File: config.mk
export PLATFORM = sky130hd
export DESIGN_NAME = sptw_ctrl
export DESIGN_NICKNAME = d
export VERILOG_FILES = /design/src/hdl/sptw_pkg.sv /design/src/hdl/sptw_ctrl.sv
export SDC_FILE = /design/constraint.sdc
export NUM_CORES = 1
export LEC_CHECK = 0
export ABC_CLOCK_PERIOD_IN_PS = 2900
export BUFFER_PORTS_ARGS = -buffer_cell sky130_fd_sc_hd__buf_2
export CORE_AREA = 2 2 39 41
export CTS_CLUSTER_SIZE = 20
export DETAILED_ROUTE_END_ITERATION = 12
export DIE_AREA = 0 0 41 43
export GPL_TIMING_DRIVEN = 0
export PLACE_DENSITY_LB_ADDON = 0.05
export SKIP_LAST_GASP = 1
export SYNTH_ARGS = -nofsm -noshare
export SYNTH_HDL_FRONTEND = slang
export SYNTH_SLANG_ARGS = --single-unit
export TNS_END_PERCENT = 10
File: constraint.sdc
create_clock -name clk_i -period 2.9 [get_ports clk_i]
set_input_delay 0.145 -clock clk_i [delete_from_list [all_inputs] [get_ports clk_i]]
set_output_delay 0.145 -clock clk_i [all_outputs]
set_load 0.1 [all_outputs]
File: src/hdl/sptw_pkg.sv
// package for the sv39 page table walker: payload structs, codes, fsm states
// and controller/datapath command and status structs; no dependencies
package sptw_pkg;

  localparam int unsigned STORE_PAGES_DEF  = 64;
  localparam int unsigned ENTRIES_PER_PAGE = 512;
  localparam int unsigned IDX_W            = 9;
  localparam int unsigned PPN_W            = 44;
  localparam int unsigned PA_W             = 56;
  localparam int unsigned VA_W             = 39;
  localparam int unsigned OFS_W            = 12;
  localparam int unsigned CFG_W            = 44;
  localparam int unsigned CFG_IDX_W        = 2;

  localparam logic [CFG_IDX_W-1:0] CFG_ROOT_PAGE  = 2'd0;
  localparam logic [CFG_IDX_W-1:0] CFG_STORE_BASE = 2'd1;
  localparam logic [CFG_IDX_W-1:0] CFG_USER_MODE  = 2'd2;

  localparam logic OP_WRITE     = 1'b0;
  localparam logic OP_TRANSLATE = 1'b1;

  localparam int unsigned PTE_V   = 0;
  localparam int unsigned PTE_U   = 4;
  localparam int unsigned PTE_PPN = 10;

  typedef enum logic [2:0] {
    ST_OK           = 3'd0,
    ST_VA_HIGH      = 3'd1,
    ST_L2_INVALID   = 3'd2,
    ST_L1_INVALID   = 3'd3,
    ST_LEAF_INVALID = 3'd4,
    ST_NOT_USER     = 3'd5,
    ST_OUTSIDE      = 3'd6
  } sptw_status_e;

  typedef enum logic [1:0] {
    S_IDLE,
    S_LVL1,
    S_LVL0,
    S_LEAF
  } sptw_state_e;

  typedef enum logic [1:0] {
    PH_ROOT,
    PH_LVL2,
    PH_LVL1,
    PH_LEAF
  } sptw_phase_e;

  typedef struct packed {
    logic        op;
    logic [14:0] word_index;
    logic [63:0] word_data;
    logic [38:0] vaddr;
  } sptw_item_t;

  typedef struct packed {
    logic [55:0] phys_addr;
    logic [2:0]  status;
  } sptw_result_t;

  typedef struct packed {
    sptw_phase_e phase;
    logic        write;
    logic        capture;
    logic        issue;
    logic        finish;
  } sptw_cmd_t;

  typedef struct packed {
    logic stop;
  } sptw_stat_t;

endpackage

File: src/hdl/sptw_ctrl.sv
// walk controller: sequences the three table reads and the result beat
// depends on sptw_pkg
module sptw_ctrl (
  input  logic                clk_i,
  input  logic                rst_ni,
  input  logic                start,
  input  logic                op_i,
  input  sptw_pkg::sptw_stat_t stat_i,
  output sptw_pkg::sptw_cmd_t  cmd_o,
  output logic                busy
);

  sptw_pkg::sptw_state_e state_q, state_d;

  always_ff @(posedge clk_i or negedge rst_ni) begin
    if (!rst_ni) begin
      state_q <= sptw_pkg::S_IDLE;
    end else begin
      state_q <= state_d;
    end
  end

  always_comb begin
    state_d = state_q;
    case (state_q)
      sptw_pkg::S_IDLE: begin
        if (start && op_i == sptw_pkg::OP_TRANSLATE && !stat_i.stop) begin
          state_d = sptw_pkg::S_LVL1;
        end
      end
      sptw_pkg::S_LVL1: begin
        state_d = stat_i.stop ? sptw_pkg::S_IDLE : sptw_pkg::S_LVL0;
      end
      sptw_pkg::S_LVL0: begin
        state_d = stat_i.stop ? sptw_pkg::S_IDLE : sptw_pkg::S_LEAF;
      end
      sptw_pkg::S_LEAF: begin
        state_d = sptw_pkg::S_IDLE;
      end
      default: begin
        state_d = sptw_pkg::S_IDLE;
      end
    endcase
  end

  always_comb begin
    cmd_o = '{phase: sptw_pkg::PH_ROOT, write: 1'b0, capture: 1'b0,
              issue: 1'b0, finish: 1'b0};
    busy  = 1'b1;
    case (state_q)
      sptw_pkg::S_IDLE: begin
        busy = 1'b0;
        if (start) begin
          if (op_i == sptw_pkg::OP_WRITE) begin
            cmd_o.write  = 1'b1;
            cmd_o.finish = 1'b1;
          end else begin
            cmd_o.capture = 1'b1;
            cmd_o.issue   = !stat_i.stop;
            cmd_o.finish  = stat_i.stop;
          end
        end
      end
      sptw_pkg::S_LVL1: begin
        cmd_o.phase  = sptw_pkg::PH_LVL2;
        cmd_o.issue  = !stat_i.stop;
        cmd_o.finish = stat_i.stop;
      end
      sptw_pkg::S_LVL0: begin
        cmd_o.phase  = sptw_pkg::PH_LVL1;
        cmd_o.issue  = !stat_i.stop;
        cmd_o.finish = stat_i.stop;
      end
      sptw_pkg::S_LEAF: begin
        cmd_o.phase  = sptw_pkg::PH_LEAF;
        cmd_o.finish = 1'b1;
      end
      default: begin
        busy = 1'b1;
      end
    endcase
  end

endmodule

==> impl_metrics.csv <==
group,metric,value,unit
status,status,"complete, no violations",
timing,rsz0062_at_grt,"false",
min_path,hold_path_class,"in2async",
floorplan,row_count,14,
finish,final_cell_mix,"11 x buf_2, 6 x nor2_1, 5 x inv_1, 5 x ha_1",
finish,largest_register_ffs,2,
floorplan,boundaryPins,12,
synth,yosysTopAreaCellShare,0.2404,
detailed_routing,drt-total-wl,648,um
finish,diodes,0,
clock_network,post-cts-setup-buffers,0,
finish,final_common_cell,"buf_2",
clock_network,clock_sinks,2,
finish,multi_input_area,188.9,sq um
synth,syn-instance-count,33,
clock_network,clk_pin_slew,0.03,ns
critical_path,crit_start,"state_q[1]",
timing,tightest_slew,0.4856,ns
timing,slew_headroom,0.6785,
detailed_routing,drtIter0Drc,0,
detailed_routing,firstDrtPassIters,1,
finish,drive_gt1_frac,0.4167,
global_route,grt_overflow_total,0,
place,hpwl,530.5,um
timing,layout_min_cycle_time,1.935,ns
detailed_routing,drc,0,
finish,top_register,"state_q",
detailed_routing,via_per_inst,4.094,
global_route,grt.total_usage,0.08818,
timing,fin_ws,0.9651,ns
timing,max_freq,516.8,MHz
clock_network,postCtsHoldBufs,1,
critical_path,worstPathRequired,2.76,ns
synth,yosys.area.top_type,"ha_1",
clock_network,htree_num_levels,1,
critical_path,cp.arrival,1.79,ns
clock_network,clock_latency,0.22,ns
place,port_buffers,11,
run,maxCapViolations,0,
timing,period_share,0.6672,
finish,synthToLayoutAreaGrowth,43.27,%
clock_network,cts_buffers,3,
detailed_routing,ant_nets,0,
finish,area.sequential,50.05,sq um
global_route,grt_pass1_vias,275,
critical_path,worst-setup-path-type,"reg2out",
place,dp_worst_setup_slack,1.193,ns
clock_network,cts_max_path_buffers,2,
finish,fill_cells,162,
synth,ys_seq_elements,2,
clock_network,cts_tree,"yes",
global_route,antenna_found_initial,0,
finish,largestRegisters,"state_q: 2 flops",
detailed_routing,vias,262,
critical_path,crit_path_max_fanout,8,
timing,fin_hold_ws,0.2316,ns
synth,synth_nets,43,
synth,synth_seq_area_share,0.1923,
global_route,grt_max_degree,9,
synth,synth_cell_type_count,14,
global_route,grt_pass1_wl,1000,um
critical_path,start_kind,"flip-flop",
timing,drv_slew,0,
floorplan,dieWidth,41,um
synth,syn-mean-instance-area,7.886,sq um
place,routabilityCongestion,0.7332,
floorplan,core_area,1384,sq um
timing,fin_skew,0.001979,ns
floorplan,initial_core_util,0.1881,
floorplan,die-area,1763,sq um
finish,fin_nets,60,
timing,setup_viol,0,
timing,hold_violations,0,
synth,netlist_area,260.3,sq um
synth,synth.top_cells.by_area,"ha_1 24%, dfrtp_1 19%, nor2_1 8.7%, mux2i_1 7.7%, nor3_2 7.7%",
critical_path,endpoint_kind,"primary output",
detailed_routing,wl_per_cell,10.13,um
critical_path,r2r_start,"state_q[1]",
synth,yosysWarnings,0,
floorplan,die_y,43,um
clock_network,cts_resized,0,
clock_network,cts-root-buf,"clkbuf_4",
area by class of cell:
class / count / area share
well taps: 16 / 0.05369
repair buffers: 12 / 0.1745
plain buffers: 1 / 0.02013
flip-flops and latches: 2 / 0.1342
multi-input cells: 25 / 0.5067
inverters: 5 / 0.05034
clock buffers: 3 / 0.06040
per-layer routing:
layer | track usage | up-vias | share of wire
li1 | - | 137 | -
met1 | 0.07987 | 118 | 0.40
met2 | 0.1406 | 7 | 0.54
met3 | 0.01571 | 0 | 0.051
met4 | 0.1000 | 0 | 0
met5 | 0 | - | 0
worst max-delay path, cell delays in order (launching register included):
cell      delay (ns)
dfrtp_1         0.40
inv_1           0.14
ha_1            0.16
buf_4           0.14
nor3_2          0.04
a21oi_1         0.10
a21boi_2        0.15
buf_2           0.43
metrics by stage:
| stage | utilization | instances | setup TNS (ns) | cell area (sq um) |
|---|---|---|---|---|
| floorplan | - | 33 | -0.04629 | 265.3 |
| global placement | 0.2459 | 60 | 0 | 340.3 |
| detailed placement | 0.2459 | 60 | 0 | 340.3 |
| CTS | 0.2694 | 64 | 0 | 372.9 |
| global route | 0.2694 | 64 | 0 | 372.9 |
| finish | 0.2694 | 64 | 0 | 372.9 |
worst paths after layout:
check	endpoint	slack [ns]	depth (start not counted)
setup / recovery	cmd_o[0]	0.97	7
hold / removal	state_q[0]	0.23	2
setup reg to reg	state_q[1]	1.69	6
hold reg to reg	state_q[0]	0.66	2
max in group asynchronous	state_q[1]	2.57	2
min in group clk_i	state_q[1]	0.31	3
cell usage after synthesis (all sizes together):
library cell	instances
buf	1
inv	5
a21oi	2
and3	1
dfrtp	2
nor2	6
nand2	2
nor3	3
mux2i	2
ha	5
o21ai	3
a21boi	1
logic make-up after synthesis:
family,Yosys count,share of synthesized area
compound gates,6,0.1539
buf+inv,6,0.1010
fa+ha+maj,5,0.2404
simple gates,12,0.2356
mux,2,0.07693
flops,2,0.1923
Power is not shown: default switching activity piles up to over one toggle a cycle in this logic, so the estimate is an artifact.
